### config.mk
export PLATFORM = sky130hd
export DESIGN_NAME = cfr_ram
export DESIGN_NICKNAME = d
export VERILOG_FILES = /design/src/sv/cfr_ram.sv
export SDC_FILE = /design/constraint.sdc
export NUM_CORES = 1
export LEC_CHECK = 0
export BUFFER_PORTS_ARGS = -buffer_cell sky130_fd_sc_hd__buf_2
export CAP_MARGIN = 20
export CORE_AREA = 4 4 97 168
export DETAILED_ROUTE_END_ITERATION = 7
export DIE_AREA = 0 0 101 172
export MAX_ROUTING_LAYER = met4
export PLACE_DENSITY_LB_ADDON = 0.2
export SETUP_SLACK_MARGIN = 0.1
export SYNTH_ARGS = -nofsm -noshare
export SYNTH_HDL_FRONTEND = slang
export SYNTH_SLANG_ARGS = --single-unit
### constraint.sdc
create_clock -name clk -period 2.5 [get_ports clk]
set_input_delay 0.625 -clock clk [delete_from_list [all_inputs] [get_ports clk]]
set_output_delay 0.625 -clock clk [all_outputs]
set_load 0.01 [all_outputs]
### src/sv/cfr_ram.sv
// generic single write port ram with registered read
module cfr_ram #(
    parameter int WIDTH  = 8,
    parameter int ADDR_W = 4
) (
    input  logic              clk,
    input  logic              we,
    input  logic [ADDR_W-1:0] waddr,
    input  logic [WIDTH-1:0]  wdata,
    input  logic [ADDR_W-1:0] raddr,
    output logic [WIDTH-1:0]  rdata
);

    logic [WIDTH-1:0] mem [2**ADDR_W];
    logic [WIDTH-1:0] rdata_reg;

    always_ff @(posedge clk)
    begin
        if (we)
        begin
            mem[waddr] <= wdata;
        end
        rdata_reg <= mem[raddr];
    end

    assign rdata = rdata_reg;

endmodule

Word level (Yosys, flattened, before mapping)
Memory sizes are Yosys's and may differ from the RTL's. A register that Yosys moved wholly into a read port is not among the register bits. Index checks and enable logic that the tools add are counted.

Muxes and demuxes: 2.

Operators by type and width (number): $mux 1 (2).

Output and inout bits: 8. Memories kept: 1. Logic and storage cells: 3. Register bits: 0. Bits in writable memories: 128. Input bits: 18.

Memory list: mem (words 16, bits a word 8, rd ports 1, clocked after memory_dff 1, wr ports 1, line 14) `logic [WIDTH-1:0] mem [2**ADDR_W];`.

Logic depth before layout (Yosys ltp)
Word-level depth: 2. Depth in mapped cells: 5.

Worst setup path before layout
Ideal clock, no wire load.

Path kind: input-to-reg. From: input waddr[2]. To: memory mem[0][0], enable pin. Path slack: 382 ps. Arrival time: 1735 ps. Cell stages on the path: 2. Buffers on the path: 0. Required time: 2117 ps. Path through: or3b_2 > nor3_1.

RTL lines: start: declaration (line 8) `input logic [ADDR_W-1:0] waddr,`; end: declaration (line 14).

No word-level cell before the write port.

==> out/metrics.cfg <==
[global_routing]
grt_pass1_vias = 2635
globalRouteOverflowTotal = 0
grt_pass1_wl_um = 16200
grt.total_usage_pct = 13.8
grt_max_degree = 21
antenna_found_initial = 0

[logic_synthesis]
synth_seq_area_share_pct = 77.8
synth_compound_area_share_pct = 2.33
ys_warn_count = 0
syn-cell-area_um2 = 5150
synth_nets = 247
synth-seq-cells = 136
muxShareOfSynthArea_pct = 15.0
synth-adder-area-share_pct = 0
synth_cell_types = 19
synth_top_family_by_area = multiplexers
synth_xor_area_share_pct = 0
avgSynthCellArea_um2 = 22.5
syn_inst = 229
synth-simple-area-share_pct = 3.18

[placement]
io_buffers = 25
gp_congestion = 0.728
dpl.hpwl_um = 7520
dp_cells = 454

[worst_setup_path]
critPathSlowestCell = mux4_1
critPathLaunchType = input port
worstReg2RegStart = mem[0][1]
arrival_ps = 2020
critical_path_required_ps = 2780
rr_worst_depth = 3
regToRegSetupSlack_ps = 1070
cp_cell_sequence = buf_2 > buf_4 > mux4_1 > a22oi_1 > nand2_1
critical_path.max_fanout = 8
cpPeakStageDelay_ps = 570
end_kind = flop
regToRegEndpoint = rdata[1]
path_class = in -> reg

[floorplanning]
core_um2 = 14800
fp.dieArea_um2 = 17400
initial_core_util_pct = 34.7
fp-row-count = 59
dieHeight_um = 172
die_x_um = 101
io-pin-count = 26

[layout]
final_nets = 308
seqCellArea_um2 = 4000
largest_register_ffs = 128
final_common_cell = edfxtp_1
fin_cells = 486
multi_input_area_um2 = 1060
drive_gt1_share_pct = 33.7
syn2layout_area_growth_pct = 21.5
fillers = 1278
final_cell_mix = 128 x edfxtp_1, 25 x buf_2, 25 x buf_4
diodes = 0

[pwr]
p_clk_share_pct = 47.5
power_w = 0.00535
power_density_nw_per_um2 = 856
switching_share_pct = 20.4
switchingPower_w = 0.00109
pwr-share-seq_pct = 47.9
ir_drop_v = 0.000426
combPwrFrac_pct = 4.6
p_leak_nw = 2.13
internal_power_w = 0.00426

[clock_tree]
numCtsBuffers = 17
post-cts-setup-buffers = 0
hold_buffers = 0
root_buffer = clkbuf_16
clk_latency_ps = 410
cts_buffer_depth = 2
clk_pin_slew_ps = 60
tritoncts = yes
cts_max_level = 4
cts.sinks = 136
ctsResizeCount = 0

[sta]
setup_viol = 0
worst_pin_slew_ps = 521
fin_crit_sh_pct = 69.4
max_freq_mhz = 576
rsz0062_at_grt = no
drv_slew = 0
finalHoldViolations = 0
slew_headroom_pct = 65.1
post-route-min-period_ps = 1740
clock_skew_ps = 8.81
final.setup.tns_ps = 0

[flow_run]
drv_cap = 0

[routing]
antenna_left = 0
vias = 2447
wire_per_inst_um = 21.9
post-route-drc-count = 0
dr.pass1.iters = 6
routed_wl_um = 10700
vias_per_cell = 5.03
dr.first_iter.drc_count = 132

[min_path]
hp-start = wdata[6]
min_to = mem[4][6]
hold_path.class = in -> reg
hold_depth = 1

[status]
outcome = finished, final reports clean

-- cell usage after synthesis --
cell type	instances	area share [%]
nor2b_1	1	0.12
nor3_1	4	0.39
mux4_1	14	7.1
buf_2	3	0.29
or3b_2	1	0.17
nand3b_1	2	0.29
and2b_1	1	0.15
buf_6	3	0.66
nand2_1	9	0.66
edfxtp_1	128	75
and2_1	1	0.12
nand3_1	1	0.097
dfxtp_1	8	3.1
nor2_1	13	0.95
mux4_2	18	7.9
nand2b_1	2	0.24
buf_4	1	0.15
clkdlybuf4s25_2	3	0.58
a22oi_1	16	2.3
-- per-layer routing --
layer  part of all wire, %  GRT usage, %  vias up
li1                      -             -     1096
met1                    39          14.9     1290
met2                    57          24.3       48
met3                   2.5          2.95       13
met4                   1.7          5.73        0
met5                     0             -        -
-- cell type report --
class                           instances  area share, %
Clock inverter                         13           2.70
Clock buffer                           19           7.08
Timing Repair Buffer                   52           5.64
Sequential cell                       136           64.0
Multi-Input combinational cell         83           16.9
Tap cell                              183           3.66
-- worst max path at each step --
stage	start	to	slack (ps)	cells past startpoint
global route	raddr[0]	rdata[4]	650	5
detailed placement	raddr[0]	rdata[4]	310	5
CTS	raddr[0]	rdata[0]	740	5
global placement	raddr[0]	rdata[4]	310	5
floorplan	waddr[2]	mem[0][0]	380	2
finish	raddr[0]	rdata[0]	760	5
-- critical path, delay by kind of cell --
family / cells / cell delay (ps)
muxes: 1 / 570
AOI/OAI and AO/OA: 1 / 220
buffers and inverters: 2 / 490
and+or+nand+nor: 1 / 100
-- metrics by stage --
step	setup WS, ps	util, %	hold slack, ps	area, um^2
2_1_floorplan	382	-	629	5150
3_3_place_gp	312	38.0	665	5640
3_5_place_dp	306	38.0	661	5640
4_1_cts	735	42.2	586	6250
5_1_grt	652	42.2	596	6250
6_report	764	42.2	593	6250
-- power groups by stage --
stage          Clock (W)  Combinational [W]  Sequential [W]
6_report         0.00254           0.000247         0.00256
4_1_cts          0.00259           0.000254         0.00257
3_5_place_dp           0           0.000253         0.00261
3_3_place_gp           0           0.000250         0.00261
2_1_floorplan          0           0.000129         0.00261
5_1_grt          0.00269           0.000270         0.00257
-- logic make-up after synthesis --
logic type / Yosys count
muxes: 32
AOI/OAI and AO/OA: 16
DFF: 136
and+or+nand+nor: 35
buffers and inverters: 10
Power figures use the tool's default switching activity.
