**config.mk**
```make
export PLATFORM = sky130hd
export DESIGN_NAME = cfr_front
export DESIGN_NICKNAME = d
export VERILOG_FILES = /design/src/sv/cfr_pkg.sv /design/src/sv/cfr_front.sv
export SDC_FILE = /design/constraint.sdc
export NUM_CORES = 1
export LEC_CHECK = 0
export ABC_AREA = 1
export ABC_CLOCK_PERIOD_IN_PS = 3000
export CAP_MARGIN = 20
export CORE_MARGIN = 2
export CORE_UTILIZATION = 40
export DETAILED_ROUTE_END_ITERATION = 12
export DONT_BUFFER_PORTS = 1
export SLEW_MARGIN = 20
export SYNTH_ARGS = -nofsm -noshare
export SYNTH_HDL_FRONTEND = slang
export SYNTH_SLANG_ARGS = --single-unit
export TNS_END_PERCENT = 1
```
**constraint.sdc**
```tcl
create_clock -name clk -period 3 [get_ports clk]
set_input_delay 0.6 -clock clk [delete_from_list [all_inputs] [get_ports clk]]
set_output_delay 0.6 -clock clk [all_outputs]
set_load 0.02 [all_outputs]
```
**src/sv/cfr_pkg.sv**
```systemverilog
// shared types and codes of the chunked frame reassembler
package cfr_pkg;

    localparam int HDR_KEPT = 10;
    localparam int LEN_W    = 18;

    localparam logic [3:0] ST_TAKEN       = 4'd0;
    localparam logic [3:0] ST_MALFORMED   = 4'd1;
    localparam logic [3:0] ST_STALE       = 4'd2;
    localparam logic [3:0] ST_DUPLICATE   = 4'd3;
    localparam logic [3:0] ST_COUNT_RESET = 4'd4;
    localparam logic [3:0] ST_SIZE_RESET  = 4'd5;
    localparam logic [3:0] ST_STORED      = 4'd6;
    localparam logic [3:0] ST_COMPLETE    = 4'd7;
    localparam logic [3:0] ST_BUSY        = 4'd8;
    localparam logic [3:0] ST_READ        = 4'd9;
    localparam logic [3:0] ST_EMPTY       = 4'd10;

    localparam logic CMD_JUDGE = 1'b0;
    localparam logic CMD_READ  = 1'b1;

    typedef struct packed {
        logic              kind;
        logic              ver_ok;
        logic [15:0]       idx;
        logic [15:0]       cnt;
        logic [31:0]       id;
        logic [LEN_W-1:0]  len;
    } cmd_t;

    typedef struct packed {
        logic [3:0]  status;
        logic [7:0]  frame_byte;
        logic        frame_last;
        logic [16:0] frame_length;
    } res_t;

endpackage

```
**src/sv/cfr_front.sv**
```systemverilog
// intake: header capture, payload staging into the spare slot, command issue
module cfr_front #(
    parameter int M   = 64,
    parameter int C   = 1024,
    parameter int H   = 10,
    parameter int SW  = 7,
    parameter int PAW = 17
) (
    input  logic           clk,
    input  logic           rst_n,
    input  logic           accept,
    input  logic           req_type,
    input  logic [7:0]     data_byte,
    input  logic           end_of_datagram,
    input  logic [SW-1:0]  spare_slot,
    output logic           pay_we,
    output logic [PAW-1:0] pay_waddr,
    output logic [7:0]     pay_wdata,
    output logic           cmd_push,
    output cfr_pkg::cmd_t  cmd,
    output logic           res_valid,
    output cfr_pkg::res_t  res
);

    localparam int POS_CAP = H + C + 1;
    localparam int LW      = $clog2(POS_CAP + 1);
    localparam int OW      = (C > 1) ? $clog2(C) : 1;

    logic [LW-1:0] pos_reg, pos_next;
    logic [7:0]    hdr_reg [cfr_pkg::HDR_KEPT];
    logic          res_valid_reg, res_valid_next;
    logic          is_hdr, in_pay, dg_byte;
    logic [OW-1:0] pay_off;
    logic [7:0]    hdr_last;

    always_comb
    begin
        dg_byte  = accept && !req_type;
        is_hdr   = pos_reg < LW'(cfr_pkg::HDR_KEPT);
        in_pay   = (pos_reg >= LW'(H)) && ((pos_reg - LW'(H)) < LW'(C));
        pay_off  = OW'(pos_reg - LW'(H));

        // a datagram with no payload ends on the last id byte, still in flight
        hdr_last = (pos_reg == LW'(cfr_pkg::HDR_KEPT - 1)) ? data_byte
                                                           : hdr_reg[cfr_pkg::HDR_KEPT - 1];

        pay_we    = dg_byte && in_pay;
        pay_waddr = PAW'(spare_slot) * PAW'(C) + PAW'(pay_off);
        pay_wdata = data_byte;

        cmd_push   = accept && (req_type || end_of_datagram);
        cmd.kind   = req_type ? cfr_pkg::CMD_READ : cfr_pkg::CMD_JUDGE;
        cmd.ver_ok = (hdr_reg[0] == 8'd1);
        cmd.idx    = {hdr_reg[2], hdr_reg[3]};
        cmd.cnt    = {hdr_reg[4], hdr_reg[5]};
        cmd.id     = {hdr_reg[6], hdr_reg[7], hdr_reg[8], hdr_last};
        cmd.len    = cfr_pkg::LEN_W'(pos_reg) + cfr_pkg::LEN_W'(1);

        pos_next = pos_reg;
        if (dg_byte)
        begin
            if (end_of_datagram)
            begin
                pos_next = '0;
            end
            else if (pos_reg < LW'(POS_CAP))
            begin
                pos_next = pos_reg + LW'(1);
            end
        end

        res_valid_next = dg_byte && !end_of_datagram;
        res            = '0;
        res.status     = cfr_pkg::ST_TAKEN;
    end

    always_ff @(posedge clk or negedge rst_n)
    begin
        if (!rst_n)
        begin
            pos_reg       <= '0;
            res_valid_reg <= 1'b0;
        end
        else
        begin
            pos_reg       <= pos_next;
            res_valid_reg <= res_valid_next;
        end
    end

    always_ff @(posedge clk)
    begin
        if (dg_byte && is_hdr)
        begin
            hdr_reg[pos_reg[3:0]] <= data_byte;
        end
    end

    assign res_valid = res_valid_reg;

endmodule

```
# ---- Word level (Yosys, flattened, before mapping)
# Memories as Yosys holds them, arrays and structs flattened.
# Index checks and enable logic that the tools add are counted.
dict set report word_totals {
  mem_bits_rw 80
  n_memories 1
  ff_bits 12
  wordCells 30
  output_inout_bits 142
  inputBits 20
  latchBits 0
  romBits 0
}
# memory depth width rd rd_clocked_by_memory_dff wr line
set memory_table {}
lappend memory_table {hdr_reg 10 8 9 0 1 cfr_front.sv:30} ;# logic [7:0] hdr_reg [cfr_pkg::HDR_KEPT];
dict set report op_classes {
  mux 6
  bitwise_logic 0
  n_eq_ne 2
  n_mul 0
  div 0
  n_reduce_logical 11
  order_cmp 4
  shifts 0
  addsub 4
}
# operator n
set ops {}
lappend ops {{11-bit less-than comparator, second input constant} 2}
lappend ops {{11-bit 2-to-1 mux} 2}
lappend ops {{17-bit by 10-bit adder with 17-bit output} 1}
lappend ops {{11-bit by 1-bit adder with 12-bit output, second input constant} 1}
lappend ops {{11-bit by 1-bit adder with 11-bit output, second input constant} 1}
lappend ops {{11-bit by 4-bit == test with 1-bit output, second input constant} 1}
lappend ops {{11-bit by 4-bit >= comparator with 1-bit output, second input constant} 1}
lappend ops {{11-bit by 4-bit less-than comparator with 1-bit output, second input constant} 1}
lappend ops {{11-bit by 4-bit subtractor with 11-bit output, second input constant} 1}
lappend ops {{8-bit by 1-bit == test with 1-bit output, second input constant} 1}
lappend ops {{8-bit 2-to-1 mux} 1}
lappend ops {{1-bit logical AND} 6}
lappend ops {{1-bit 2-to-1 mux} 3}
lappend ops {{1-bit logical NOT} 2}
lappend ops {{2-bit AND reduction} 1}
lappend ops {{2-bit nonzero test} 1}
lappend ops {{1-bit logical OR} 1}

# ---- Depth between registers and ports, before layout
dict set report depth {
  ltp_word 5
  depth_mapped 12
  ltp_nobuf 10
}

# ---- Worst setup path before layout
# No wires, ideal clock.
dict set report synth_path {
  path_type {register to output}
  start {register pos_reg[1]}
  end {output pay_we}
  slack_ns 0.813
  t_required_ns 2.400
  arrival_ns 1.587
  stages_incl_launch_ff 9
  n_path_buf 0
  cell_sequence {dfrtp_1 > inv_1 > ha_1 > nor2_1 > nor2_2 > and2_1 > nand2_1 > nand2_1 > nor2_1}
}
dict set report synth_via {
  elab_chain_len 4
  elab_cells_between_ends 5
  classes_between {add/sub (1); order compare (2); reduce/logical (2)}
}
# element line
set synth_lines {}
lappend synth_lines {{from (decl)} cfr_front.sv:29} ;# logic [LW-1:0] pos_reg, pos_next;
lappend synth_lines {{from (signal assigned)} cfr_front.sv:86} ;# pos_reg <= pos_next;
lappend synth_lines {{11-bit by 4-bit subtractor with 11-bit output} -}
lappend synth_lines {{11-bit less-than comparator} cfr_front.sv:40} ;# in_pay = (pos_reg >= LW'(H)) && ((pos_reg - LW'(H)) < LW'(C));
lappend synth_lines {{1-bit logical AND *} cfr_front.sv:40}
lappend synth_lines {{1-bit logical AND *} cfr_front.sv:47} ;# pay_we = dg_byte && in_pay;
lappend synth_lines {{to (decl)} cfr_front.sv:16} ;# output logic pay_we,
# Mark *: on every way between the ends. The rest lies on a longest branch, timed or not.

# ---- Final worst setup path
dict set report layout_path {
  start {register pos_reg[1]}
  end {output pay_waddr[9]}
}
dict set report layout_via {
  elab_chain_len 2
}
# element line
set layout_lines {}
lappend layout_lines {{11-bit by 4-bit subtractor with 11-bit output} cfr_front.sv:41} ;# pay_off = OW'(pos_reg - LW'(H));
lappend layout_lines {{17-bit by 10-bit adder with 17-bit output} cfr_front.sv:48} ;# pay_waddr = PAW'(spare_slot) * PAW'(C) + PAW'(pay_off);
lappend layout_lines {{to (decl)} cfr_front.sv:17} ;# output logic [PAW-1:0] pay_waddr,
# No other way between the ends.

==> reports/metrics.csv <==
metric,value,unit
syn_inst,345,
worst-path-max-fanout,7,
synth.largest_area_cell,edfxtp_1,
dp_cells,459,
yosysWarnings,0,
core,9680,µm²
synth_cell_type_count,27,
crit_path_start_kind,register,
whs,0.331,ns
drive_gt1_share,15.7,%
gp_congestion,0.941,
synthArstFlopShare,14.3,%
syn_area_per_cell,11.4,µm²
grt-ovfl-total,0,
netlist_area,3940,µm²
first_pass_iters,4,
fp.dieH,103,µm
wire_per_inst,16.3,µm
status,"complete, no violations",
cts.sinks,84,
finalInstanceArea,4030,µm²
top_layer,met4,
fin_crit_sh,91.8,%
die_area,10700,µm²
syn_to_final_growth,2.32,%
startpoint,pos_reg[1],
io_pins,162,
max_slew_margin,55.4,%
worstSetupPathType,reg2out,
synthFlopType,edfxtp_1,
critPathCaptureType,primary output,
nets,365,
ant_nets,0,
timing.fmax,363,MHz
ir_drop,0.000192,V
clk_latency,0.36,ns
hp-class,in2reg,
final-instance-count-excl-fill,476,
r2r_slack,0.57,ns
reg2reg_depth,7,
worst_pin_slew,0.664,ns
largest_reg_flops,72,
grt_setup_unrepaired,no,
antenna_found_initial,0,
place_area,3820,µm²
crit_required,2.40,ns
finalSetupTns,0,ns
cts.clk_slew.worst_paths,0.10,ns
clockRootBuffer,clkbuf_8,
ys_ff_latch,84,
cts_buffers,9,
wl_met2,3.78,mm
routed_wl,7.75,mm
cts_tree,built,
wl_met3,767,µm
setup_viol,0,
grt_start_max_net_pins,19,
synth_enable_flop_cells,72,
seq_area_frac_synth,62.5,%
grt_usage,14.5,%
rr_startpoint,pos_reg[1],
synthTopCellsByArea,"edfxtp_1 55%, buf_4 10%, dfrtp_1 7.6%, nand2_1 6.9%, nor2_1 2.8%",
regToRegEndpoint,hdr_reg[9][1],
critPathArrivalTime,2.15,ns
drt_iter0_drc,56,
drc,0,
num_rows,36,
antenna_cells,0,
wl_met1,3.07,mm
first_global_vias,1930,
p_leak,0.00166,µW
clock_path_buffers,2,
clock_skew,0.0115,ns
hold_viol_final,0,
die-width,103,µm
h-tree-depth,3,
drv_cap,0,
power_density,562,nW/µm²
vias,2137,
post-dp-hpwl,5.48,mm
start_util,40.7,%
synth_top_cell_area_share,54.9,%
maxSlewViolCount,0,
numPortBuffers,0,
grt_pass1_wl,11.0,mm
mostFrequentLayoutCells,"72 x nand2_1, 72 x edfxtp_1, 36 x conb_1",
period_minus_slack,2.75,ns
via_per_inst,4.49,
critical_path.endpoint,pay_waddr[9],
[where the power goes]
group	switching (µW)	total, µW	leakage, µW	internal [µW]
clock	453	782	0.000101	329
combinational	129	159	0.000747	29.2
sequential	31.7	1320	0.000815	1290
total	614	2260	0.00166	1650
[final cells by class]
cell class	instances	area, µm²
fill	913	5650
sequential	84	2460
multi-input combinational	204	1020
tap	133	166
clock buffer	9	124
inverter	30	113
clock inverter	7	73.8
timing repair buffer	9	70.1
[synthesized netlist by cell type, drive strengths merged (2+ instances only)]
cell / count
and2: 2
and3: 2
buf: 62
dfrtp: 12
edfxtp: 72
ha: 7
inv: 30
nand2: 79
nand3: 19
nand4: 2
nor2: 33
nor3: 2
o21ai: 11
xor2: 7
[critical path, cell delays in order (launching register included)]
cell     delay (ns)
dfrtp_1        0.49
inv_1          0.22
ha_1           0.28
nor2_1         0.18
nor2_1         0.10
nand2_1        0.10
xor2_1         0.41
[timing repair]
action	4_1_cts	5_1_grt
setup buffers	0	0
setup endpoints to repair	0	1
hold buffers	1	0
resized for setup	0	1
hold endpoints to repair	12	0
[how the worst min path moves through the flow]
stage | startpoint | slack, ns | end | cells after the start
global placement | rst_n | 0.30 | pos_reg[8] | 0
CTS | data_byte[6] | 0.31 | hdr_reg[8][6] | 0
floorplan | rst_n | 0.30 | pos_reg[0] | 0
finish | data_byte[5] | 0.33 | hdr_reg[4][5] | 0
detailed placement | rst_n | 0.30 | pos_reg[8] | 0
global route | data_byte[5] | 0.30 | hdr_reg[4][5] | 0
[through the flow]
stage               setup slack (ns)  power (µW)  utilization, %
floorplan                      0.813        1540               -
global placement               0.646        1500            39.5
detailed placement             0.573        1510            39.5
CTS                            0.179        2290            41.6
global route                  0.0997        2370            41.6
finish                         0.246        2260            41.6
[cell families after synthesis]
kind of cell | Yosys count | share of synthesized area, %
AO/OA/AOI/OAI | 12 | 2.45
other | 1 | 0.0952
flip-flops | 84 | 62.5
adder cells (fa/ha/maj) | 7 | 2.22
buffers and inverters | 92 | 15.0
XOR/XNOR | 8 | 1.78
AND/OR/NAND/NOR | 141 | 16.0
[layer usage]
layer,global-route usage [%],vias up
met5,0,-
met4,6.58,0
met3,5.91,13
met2,23.8,106
met1,16.7,993
li1,-,1025
Note: power is estimated with default switching activity, not from simulation.
