==> src/sv/cfr_pkg.sv <==
// shared types and codes of the chunked frame reassembler
package cfr_pkg;

    localparam int HDR_KEPT = 10;
    localparam int LEN_W    = 18;

    localparam logic [3:0] ST_TAKEN       = 4'd0;
    localparam logic [3:0] ST_MALFORMED   = 4'd1;
    localparam logic [3:0] ST_STALE       = 4'd2;
    localparam logic [3:0] ST_DUPLICATE   = 4'd3;
    localparam logic [3:0] ST_COUNT_RESET = 4'd4;
    localparam logic [3:0] ST_SIZE_RESET  = 4'd5;
    localparam logic [3:0] ST_STORED      = 4'd6;
    localparam logic [3:0] ST_COMPLETE    = 4'd7;
    localparam logic [3:0] ST_BUSY        = 4'd8;
    localparam logic [3:0] ST_READ        = 4'd9;
    localparam logic [3:0] ST_EMPTY       = 4'd10;

    localparam logic CMD_JUDGE = 1'b0;
    localparam logic CMD_READ  = 1'b1;

    typedef struct packed {
        logic              kind;
        logic              ver_ok;
        logic [15:0]       idx;
        logic [15:0]       cnt;
        logic [31:0]       id;
        logic [LEN_W-1:0]  len;
    } cmd_t;

    typedef struct packed {
        logic [3:0]  status;
        logic [7:0]  frame_byte;
        logic        frame_last;
        logic [16:0] frame_length;
    } res_t;

endpackage

==> src/sv/cfr_cmd_fifo.sv <==
// two entry command queue between intake and execution
module cfr_cmd_fifo (
    input  logic          clk,
    input  logic          rst_n,
    input  logic          push,
    input  cfr_pkg::cmd_t din,
    input  logic          pop,
    output cfr_pkg::cmd_t dout,
    output logic          empty
);

    cfr_pkg::cmd_t entry_reg [2];
    logic       wr_ptr_reg, wr_ptr_next;
    logic       rd_ptr_reg, rd_ptr_next;
    logic [1:0] cnt_reg, cnt_next;

    always_comb
    begin
        wr_ptr_next = wr_ptr_reg ^ push;
        rd_ptr_next = rd_ptr_reg ^ pop;
        cnt_next    = cnt_reg + {1'b0, push} - {1'b0, pop};
    end

    always_ff @(posedge clk or negedge rst_n)
    begin
        if (!rst_n)
        begin
            wr_ptr_reg <= 1'b0;
            rd_ptr_reg <= 1'b0;
            cnt_reg    <= 2'd0;
        end
        else
        begin
            wr_ptr_reg <= wr_ptr_next;
            rd_ptr_reg <= rd_ptr_next;
            cnt_reg    <= cnt_next;
        end
    end

    always_ff @(posedge clk)
    begin
        if (push)
        begin
            entry_reg[wr_ptr_reg] <= din;
        end
    end

    assign dout  = entry_reg[rd_ptr_reg];
    assign empty = (cnt_reg == 2'd0);

endmodule

==> config.mk <==
export PLATFORM = sky130hd
export DESIGN_NAME = cfr_cmd_fifo
export DESIGN_NICKNAME = d
export VERILOG_FILES = /design/src/sv/cfr_pkg.sv /design/src/sv/cfr_cmd_fifo.sv
export SDC_FILE = /design/constraint.sdc
export NUM_CORES = 1
export LEC_CHECK = 0
export BUFFER_PORTS_ARGS = -buffer_cell sky130_fd_sc_hd__buf_2
export CORE_MARGIN = 2
export CORE_UTILIZATION = 35
export CTS_CLUSTER_DIAMETER = 150
export DETAILED_ROUTE_END_ITERATION = 6
export GPL_ROUTABILITY_DRIVEN = 1
export PLACE_DENSITY = 0.63
export SLEW_MARGIN = 20
export SYNTH_ARGS = -nofsm -noshare
export SYNTH_HDL_FRONTEND = slang
export SYNTH_SLANG_ARGS = --single-unit
==> constraint.sdc <==
create_clock -name clk -period 3.8 [get_ports clk]
set_input_delay 0.38 -clock clk [delete_from_list [all_inputs] [get_ports clk]]
set_output_delay 0.38 -clock clk [all_outputs]
set_load 0.02 [all_outputs]
# [After elaboration in Yosys (flattened, before gate mapping)]
# Memories as Yosys holds them, arrays and structs flattened.
# Cells that the tools add are included.
[classes] addsub=2 n_mul=0 n_div=0 magnitude_cmp=0 n_eq_ne=0 shift=0 muxes=2 n_bitwise=2 n_reduce_logical=1
[ops] operator="$add A2 B1 Y2" n=1
[ops] operator="$logic_not A2 Y1" n=1
[ops] operator="$mux W1" n=2
[ops] operator="$sub A2 B1 Y2" n=1
[ops] operator="$xor A1 B1 Y1" n=2
[word_totals] regBits=4 latchBits=0 ram_bits=168 romBits=0 in_bits=88 out_inout_bits=85 wordCells=11 mem_count=1
[memory_table] memory="entry_reg" depth=2 word_bits=84 rd=1 rd_ports_with_merged_regs=0 wr=1 line="cfr_cmd_fifo.sv:12" rtl="cfr_pkg::cmd_t entry_reg [2];"

# [Longest topological paths before layout]
# Gate-level depths: netlist of the first run.
[logic_depth] word_depth=2 ltp_mapped=5 ltp_nobuf=5

# [Worst setup path before layout of the first run]
# Ideal clock, no wire load.
[synth_timing] kind="register -> register" from="register wr_ptr_reg" to="memory entry_reg[0][0] in the netlist's numbering (enable)" t_arrival_ns=2.413 setup_slack_ns=0.935 path_stages_with_launch=3 period_less_slack_ns=2.865 path_cell_list="dfrtp_1 > inv_1 > ha_1"
[synth_rtl] element="from (decl)" line="cfr_cmd_fifo.sv:13" rtl="logic wr_ptr_reg, wr_ptr_next;"
[synth_rtl] element="from (signal assigned)" line="cfr_cmd_fifo.sv:34" rtl="wr_ptr_reg <= wr_ptr_next;"
[synth_rtl] element="to (decl)" line="cfr_cmd_fifo.sv:12"
# Straight into the memory's write port.

==> results of run 1 <==
metrics by stage:
stage          hold WS, ns  total power, mW
2_1_floorplan       0.0844             3.96
3_3_place_gp         0.188             4.50
3_5_place_dp         0.193             4.54
4_1_cts              0.127             6.17
5_1_grt              0.124             6.37
6_report             0.153             6.07
layer usage:
layer,GRT usage (%),vias to the layer above,routed length (um)
li1,-,1473,-
met1,13.4,1537,4740
met2,19.4,117,5480
met3,5.37,8,924
met4,4.08,0,97
met5,0,-,0
worst max path at each step:
stage,depth (start not counted),slack (ns),to,from
global route,3,1.20,dout[35],rd_ptr_reg
floorplan,2,0.93,entry_reg[0][0],wr_ptr_reg
CTS,3,1.26,dout[35],rd_ptr_reg
global placement,3,1.77,dout[37],rd_ptr_reg
finish,3,1.33,dout[35],rd_ptr_reg
detailed placement,3,1.73,dout[35],rd_ptr_reg
final cells by class:
class                           count  area (um2)
Inverter                            4        15.0
Clock buffer                       22         444
Multi-Input combinational cell     91        1060
Antenna cell                        1        2.50
Clock inverter                      9        97.6
Timing Repair Buffer              178         921
Sequential cell                   172        5150
Fill cell                        1515        9450
Tap cell                          225         282
cell usage after synthesis:
| master | instances |
|---|---|
| nor2_1 | 1 |
| dfrtp_1 | 4 |
| xor3_1 | 1 |
| ha_1 | 4 |
| mux2_2 | 34 |
| inv_1 | 4 |
| mux2_1 | 50 |
| buf_2 | 3 |
| edfxtp_1 | 168 |
| buf_4 | 1 |
| xor2_1 | 1 |
| buf_6 | 5 |
power by group:
group	internal [mW]	switching, mW	leakage (nW)	total (mW)
combinational	0.699	1.09	1.12	1.78
sequential	2.52	0.155	1.62	2.68
clock	0.956	0.652	0.259	1.61
layout by cell type (no fill, tap or decap):
master	n
ha_4	2
nor2_1	1
dfrtp_4	1
xor3_1	1
dlygate4sd3_1	1
xor2_1	1
dfrtp_1	3
clkbuf_16	17
inv_1	4
clkbuf_1	5
diode_2	1
clkinvlp_4	2
bufinv_16	2
buf_12	1
buf_2	172
mux2_2	34
edfxtp_1	168
mux2_1	50
ha_1	2
clkinv_1	2
clkinv_2	3
buf_4	4
logic make-up after synthesis:
| logic type | count (synthesis) | synth area share [%] |
|---|---|---|
| xor gates and xnor gates | 2 | 0.519 |
| adders and majority gates | 4 | 0.798 |
| buffers and inverters | 13 | 1.50 |
| DFF | 172 | 82.0 |
| muxes | 84 | 15.1 |
| and+or+nand+nor | 1 | 0.0598 |
==> results.json, run 1 <==
{
  "status": "complete, no violations",
  "place_ws_ns": 1.73,
  "grt_pass1_vias": 3207,
  "criticalPathCategory": "reg -> out",
  "r2r_start": "wr_ptr_reg",
  "final_area_mm2": 0.00797,
  "clock_skew_ns": 0.00462,
  "fin_cells": 702,
  "post-synth-top-area-cell": "edfxtp_1",
  "peakVddDrop_mv": 0.329,
  "ys_seq_elements": 172,
  "grt_pass1_wl_um": 16300,
  "slew_headroom_pct": 44.8,
  "fin_crit_sh_pct": 65.1,
  "cts_resized": 0,
  "power_density_mw_per_mm2": 762,
  "syn_nets": 368,
  "cts-root-buf": "clkbuf_16",
  "whs_path_depth": 1,
  "die_area_mm2": 0.0190,
  "gp_congestion": 0.662,
  "cp_cell_sequence": "buf_12 > mux2_1 > buf_2",
  "fp.dieH_um": 138,
  "avgSynthCellArea_um2": 22.7,
  "wl_per_cell_um": 16.0,
  "layout_setup_ws_ns": 1.33,
  "critPathCaptureType": "primary output",
  "crit_family": "flip-flops",
  "critPathArrivalTime_ns": 2.09,
  "cp_num_buf_inv": 2,
  "critPathMaxStageDelay_ns": 0.77,
  "cp.required_ns": 3.42,
  "worst_slew_pin_slew_ns": 0.828,
  "final_max_slew_viol_count": 0,
  "die_w_um": 138,
  "coreArea_mm2": 0.0174,
  "dr.pass1.iters": 4,
  "htreeDepth": 4,
  "place_inst": 669,
  "ios": 173,
  "largest_reg_flops": 168,
  "fin_nets": 556,
  "rsz0062_at_grt": "no",
  "ys_types": 12,
  "clockBufferDepth": 2,
  "hp-class": "in -> reg",
  "totalWireLength_um": 11200,
  "vias": 3135,
  "first_iter_violations": 130,
  "synth_top_area_share_pct": 80.4,
  "yosysWarnings": 0,
  "min_from": "din[13]",
  "clock_latency_ns": 0.41,
  "syn_area_mm2": 0.00627,
  "period_needed_ns": 2.47,
  "cp_max_fo": 49,
  "p_leak_nw": 3.00,
  "cts.clk_slew.worst_paths_ns": 0.06,
  "timing.rr.end": "entry_reg[0][56]",
  "cts_tree": "yes",
  "fin_setup_tns_ns": 0,
  "setup_viol": 0,
  "rows": 48,
  "cts-hold-fix-buffers": 1,
  "clock.fmax_mhz": 404,
  "drv_cap": 0,
  "cp-start-kind": "flip-flop",
  "r2r_slack_ns": 1.88,
  "synth_area_leaders": "edfxtp_1, mux2_1, mux2_2, dfrtp_1, buf_6",
  "r2r_cells": 3,
  "drive_gt1_share_pct": 50.0,
  "numCtsBuffers": 17,
  "portBuffers": 172,
  "hpwl_um": 7380,
  "antenna_found_initial": 1,
  "drc": 0,
  "clock_sinks": 172,
  "avgViaCountPerCell": 4.47,
  "synthCells": 276,
  "place_area_mm2": 0.00741,
  "gr-usage-all-layers_pct": 11.7,
  "slowest_stage": "dfrtp_4",
  "drtAntennaViolNets": 0,
  "cts_setup_buffers": 0,
  "hold_path_end": "entry_reg[1][13]",
  "hold_viol_final": 0,
  "fin_util_pct": 45.7,
  "start_util_pct": 36.0,
  "syn_to_final_growth_pct": 27.1,
  "grt.overflow.total": 0,
  "grt_max_degree": 58,
  "seq_area_frac_synth_pct": 82.0
}
No activity file was read; power rests on OpenSTA's default activity.
==> run 2: changes to the inputs <==
--- a/config.mk
+++ b/config.mk
@@ -11,7 +11,7 @@
 export CTS_CLUSTER_DIAMETER = 150
 export DETAILED_ROUTE_END_ITERATION = 6
 export GPL_ROUTABILITY_DRIVEN = 1
-export PLACE_DENSITY = 0.63
+export PLACE_DENSITY = 0.65
 export SLEW_MARGIN = 20
 export SYNTH_ARGS = -nofsm -noshare
 export SYNTH_HDL_FRONTEND = slang
==> constraint.sdc (replaced) <==
create_clock -name clk -period 2.2 [get_ports clk]
set_input_delay 0.22 -clock clk [delete_from_list [all_inputs] [get_ports clk]]
set_output_delay 0.22 -clock clk [all_outputs]
set_load 0.02 [all_outputs]
==> run 2 against run 1 <==
  * First-iteration DRC count up 47%
  * Non-clock buffer count up 91
  * Final area up 12%
  * Power rose by 76%
  * Utilization is 5.4 points higher
  * Critical endpoint is now dout[25]
  * Critical path type unchanged
  * Sequential share of layout area is 6.8 points lower
  * Register-to-register slack worse by 1.1 ns
  * Wire length grew 11%
  * Global-route usage grew 1.4 points
  * Largest cell class unchanged
  * Largest power group unchanged
==> results.json, run 2 (synthesis results as in run 1) <==
{
  "status": "complete, no violations",
  "critPathCaptureType": "primary output",
  "vias": 3480,
  "avgViaCountPerCell": 4.39,
  "cp-start-kind": "flip-flop",
  "r2r_start": "wr_ptr_reg",
  "criticalPathCategory": "reg -> out",
  "largest_reg_flops": 168,
  "r2r_slack_ns": 0.76,
  "cts-root-buf": "clkbuf_16",
  "hpwl_um": 7830,
  "drv_cap": 0,
  "drc": 0,
  "hold_viol_final": 0,
  "first_iter_violations": 191,
  "drive_gt1_share_pct": 42.8,
  "cts.clk_slew.worst_paths_ns": 0.06,
  "gr-usage-all-layers_pct": 13.1,
  "grt_pass1_vias": 3704,
  "cp.required_ns": 1.98,
  "portBuffers": 172,
  "antenna_found_initial": 0,
  "clock_latency_ns": 0.41,
  "layout_common_cells": "buf_2, edfxtp_1, dlygate4sd3_1",
  "worst_slew_pin_slew_ns": 0.421,
  "numCtsBuffers": 17,
  "final_common_cell": "buf_2",
  "grt_pass1_wl_um": 18400,
  "die_area_mm2": 0.0190,
  "clock_skew_ns": 0.00604,
  "htreeDepth": 4,
  "cts_resized": 0,
  "cts_tree": "yes",
  "cts_setup_buffers": 0,
  "setup_viol": 0,
  "power_density_mw_per_mm2": 1200,
  "timing.rr.end": "entry_reg[1][42]",
  "syn_to_final_growth_pct": 42.0,
  "cts-hold-fix-buffers": 86,
  "clock_sinks": 172,
  "dr.pass1.iters": 4,
  "coreArea_mm2": 0.0174,
  "crit_end": "dout[25]",
  "p_leak_nw": 3.39,
  "fin_crit_sh_pct": 93.2,
  "layout_setup_ws_ns": 0.149,
  "start_util_pct": 36.0,
  "ios": 173,
  "clockBufferDepth": 2,
  "slew_headroom_pct": 71.9,
  "final_max_slew_viol_count": 0,
  "drtAntennaViolNets": 0,
  "peakVddDrop_mv": 0.653,
  "place_area_mm2": 0.00752,
  "totalWireLength_um": 12500,
  "gp_congestion": 0.669,
  "rsz0062_at_grt": "no",
  "r2r_cells": 2,
  "setup.worst_path.start": "rd_ptr_reg",
  "grt_max_degree": 28,
  "fin_nets": 647,
  "diodes": 0,
  "die_w_um": 138,
  "fin_setup_tns_ns": 0,
  "cp_max_fo": 18,
  "wl_per_cell_um": 15.7,
  "critPathArrivalTime_ns": 1.83,
  "place_ws_ns": 0.553,
  "fin_util_pct": 51.1,
  "clock.fmax_mhz": 488,
  "rows": 48,
  "fp.dieH_um": 138,
  "grt.overflow.total": 0,
  "period_needed_ns": 2.05,
  "hp-class": "in -> async",
  "final_area_mm2": 0.00890
}
run 2: worst min-delay path by stage:
stage	from	end	slack, ns	cells after the start
2_1_floorplan	rst_n	cnt_reg[0]	-0.08	0
3_3_place_gp	rst_n	cnt_reg[0]	0.03	1
3_5_place_dp	rst_n	cnt_reg[1]	0.03	1
4_1_cts	rst_n	cnt_reg[1]	0.12	2
5_1_grt	rst_n	cnt_reg[1]	0.13	2
6_report	rst_n	cnt_reg[1]	0.14	2
run 2: area by class of cell:
class	count	area (um2)
clock inverter	7	67.6
clock buffer	25	455
sequential	172	5150
fill	1420	8510
multi-input combinational	91	1060
tap	225	282
timing repair buffer	269	1880
inverter	4	15.0
run 2: worst max-delay path, stage by stage (launching register included):
cell and delay, ns:
dfrtp_4 0.62, buf_4 0.27, mux2_1 0.36, buf_2 0.17
run 2: metrics by stage:
step                      hold WS (ns)  std cells  total power [mW]
after floorplan                -0.0756        276              6.81
after global placement          0.0274        675              7.93
after detailed placement        0.0318        675              8.01
after CTS                        0.119        793              10.9
after global routing             0.131        793              11.2
final                            0.138        793              10.7
run 2: metal layers:
layer  GRT usage [%]  share of wire [%]
met3            3.87                5.9
met4            4.93                1.2
met5               0                  0
met1            15.3                 42
met2            22.8                 51
run 2: power breakdown:
part           internal, mW  switching [mW]
Sequential             4.35           0.212
Clock                  1.55            1.15
Combinational          1.43            2.02
==> run 3: changes to the inputs <==
--- a/config.mk
+++ b/config.mk
@@ -6,12 +6,14 @@
 export NUM_CORES = 1
 export LEC_CHECK = 0
 export BUFFER_PORTS_ARGS = -buffer_cell sky130_fd_sc_hd__buf_2
+export CELL_PAD_IN_SITES_DETAIL_PLACEMENT = 1
+export CELL_PAD_IN_SITES_GLOBAL_PLACEMENT = 1
 export CORE_MARGIN = 2
 export CORE_UTILIZATION = 35
 export CTS_CLUSTER_DIAMETER = 150
 export DETAILED_ROUTE_END_ITERATION = 6
 export GPL_ROUTABILITY_DRIVEN = 1
-export PLACE_DENSITY = 0.65
+export PLACE_DENSITY = 0.74
 export SLEW_MARGIN = 20
 export SYNTH_ARGS = -nofsm -noshare
 export SYNTH_HDL_FRONTEND = slang
==> run 3 against run 2 <==
  * Setup slack got worse by 0.044 ns
  * Worst hold slack got worse by 0.11 ns
  * First-iteration DRC count fell by 26%
  * Utilization fell by 0.27 points
  * Flip-flop and latch count did not move
  * Wire length rose by 12%
  * Critical path depth did not move
==> results.json, run 3 (synthesis results as in run 1) <==
{
  "grt_pass1_vias": 4059,
  "drv_cap": 0,
  "hp-class": "in -> reg",
  "cts_resized": 0,
  "p_int_mw": 7.26,
  "drtAntennaViolNets": 0,
  "p_clk_share_pct": 25.6,
  "gp_congestion": 0.664,
  "fin_nets": 641,
  "antenna_found_initial": 0,
  "fin_util_pct": 50.9,
  "clock.fmax_mhz": 477,
  "hold_viol_final": 0,
  "clockBufferDepth": 2,
  "fp.dieH_um": 138,
  "r2r_start": "wr_ptr_reg",
  "clock_latency_ns": 0.42,
  "worst_slew_pin_slew_ns": 0.501,
  "final_max_slew_viol_count": 0,
  "netSwitchingFraction_pct": 32.4,
  "cts_setup_buffers": 0,
  "cts-hold-fix-buffers": 85,
  "power_density_mw_per_mm2": 1210,
  "layout_common_cells": "buf_2, edfxtp_1, dlygate4sd3_1",
  "peakVddDrop_mv": 0.702,
  "setup_viol": 0,
  "gr-usage-all-layers_pct": 15.2,
  "final_common_cell": "buf_2",
  "min_from": "din[36]",
  "syn_to_final_growth_pct": 41.3,
  "cp.required_ns": 1.98,
  "wl_per_cell_um": 17.7,
  "cp-start-kind": "flip-flop",
  "grt_pass1_wl_um": 21100,
  "cp_max_fo": 85,
  "critPathArrivalTime_ns": 1.87,
  "place_area_mm2": 0.00747,
  "diodes": 0,
  "status": "complete, no violations",
  "start_util_pct": 36.0,
  "first_iter_violations": 141,
  "grt_max_degree": 86,
  "clock_skew_ns": 0.00493,
  "totalWireLength_um": 13900,
  "whs_path_depth": 1,
  "dr.pass1.iters": 4,
  "vias": 3532,
  "fin_crit_sh_pct": 95.2,
  "r2r_cells": 3,
  "largest_reg_flops": 168,
  "p_leak_nw": 3.36,
  "clock_sinks": 172,
  "grt.overflow.total": 0,
  "criticalPathCategory": "reg -> out",
  "cts-root-buf": "clkbuf_16",
  "cts_tree": "yes",
  "avgViaCountPerCell": 4.49,
  "period_needed_ns": 2.09,
  "rows": 48,
  "netSwitchingPower_mw": 3.48,
  "die_area_mm2": 0.0190,
  "final_area_mm2": 0.00886,
  "r2r_slack_ns": 0.74,
  "power_frac_seq_pct": 41.9,
  "cts.clk_slew.worst_paths_ns": 0.06,
  "fin_cells": 787,
  "place_inst": 670,
  "ios": 173,
  "setup.worst_path.start": "rd_ptr_reg",
  "htreeDepth": 4,
  "die_w_um": 138,
  "portBuffers": 172,
  "critPathCaptureType": "primary output",
  "slew_headroom_pct": 66.6,
  "rsz0062_at_grt": "no",
  "drive_gt1_share_pct": 43.1,
  "coreArea_mm2": 0.0174,
  "comb_power_share_pct": 32.5,
  "fin_setup_tns_ns": 0,
  "numCtsBuffers": 17,
  "drc": 0,
  "hpwl_um": 8310
}
## run 3: changes by cell type in the layout (fill, tap and decap cells not counted)
cell	change
clkinv_4	+1
clkbuf_1	-5
clkinv_1	+1
dlygate4sd3_1	-1
clkinvlp_4	+2
buf_12	-1
buf_4	-4
clkinv_2	+1
## run 3: power by group through the flow
| stage | Combinational, mW | Clock, mW | Sequential [mW] |
|---|---|---|---|
| 2_1_floorplan | 2.28 | 0 | 4.52 |
| 3_3_place_gp | 3.33 | 0 | 4.52 |
| 3_5_place_dp | 3.41 | 0 | 4.57 |
| 4_1_cts | 3.55 | 2.82 | 4.50 |
| 5_1_grt | 3.76 | 2.94 | 4.56 |
| 6_report | 3.49 | 2.74 | 4.50 |
## run 3: routing by layer
layer	vias to the layer above	track usage [%]	wire [um]
met2	116	28.0	7690
met1	1760	15.8	5240
li1	1639	-	-
met5	-	0	0
met3	17	4.75	783
met4	0	6.35	235
## run 3: per-stage QoR
stage	hold WS (ns)	setup WS [ns]	power (mW)
finish	0.0277	0.105	10.7
global route	0.00371	0.0299	11.3
CTS	0.00375	0.0978	10.9
detailed placement	0.0325	0.565	7.98
global placement	0.0303	0.568	7.86
floorplan	-0.0756	0.229	6.81
## run 3: final cells by class
type	instances	area [um2]
flip-flops and latches	172	5150
clock buffers	20	437
inverters	4	15.0
multi-input cells	91	1060
fillers	1678	8560
clock inverters	12	100
well taps	225	282
repair buffers	263	1820
## run 3: worst paths after layout
| check | to |
|---|---|
| setup / recovery | dout[31] |
| min in group asynchronous | cnt_reg[0] |
| hold / removal | entry_reg[0][36] |
| setup reg to reg | entry_reg[0][9] |
| max in group asynchronous | rd_ptr_reg |
| hold reg to reg | wr_ptr_reg |
## run 3: worst max-delay path, cell delays in order, from the launching register on
cell,delay [ns]
dfrtp_4,0.42
buf_12,0.39
mux2_1,0.41
buf_2,0.17
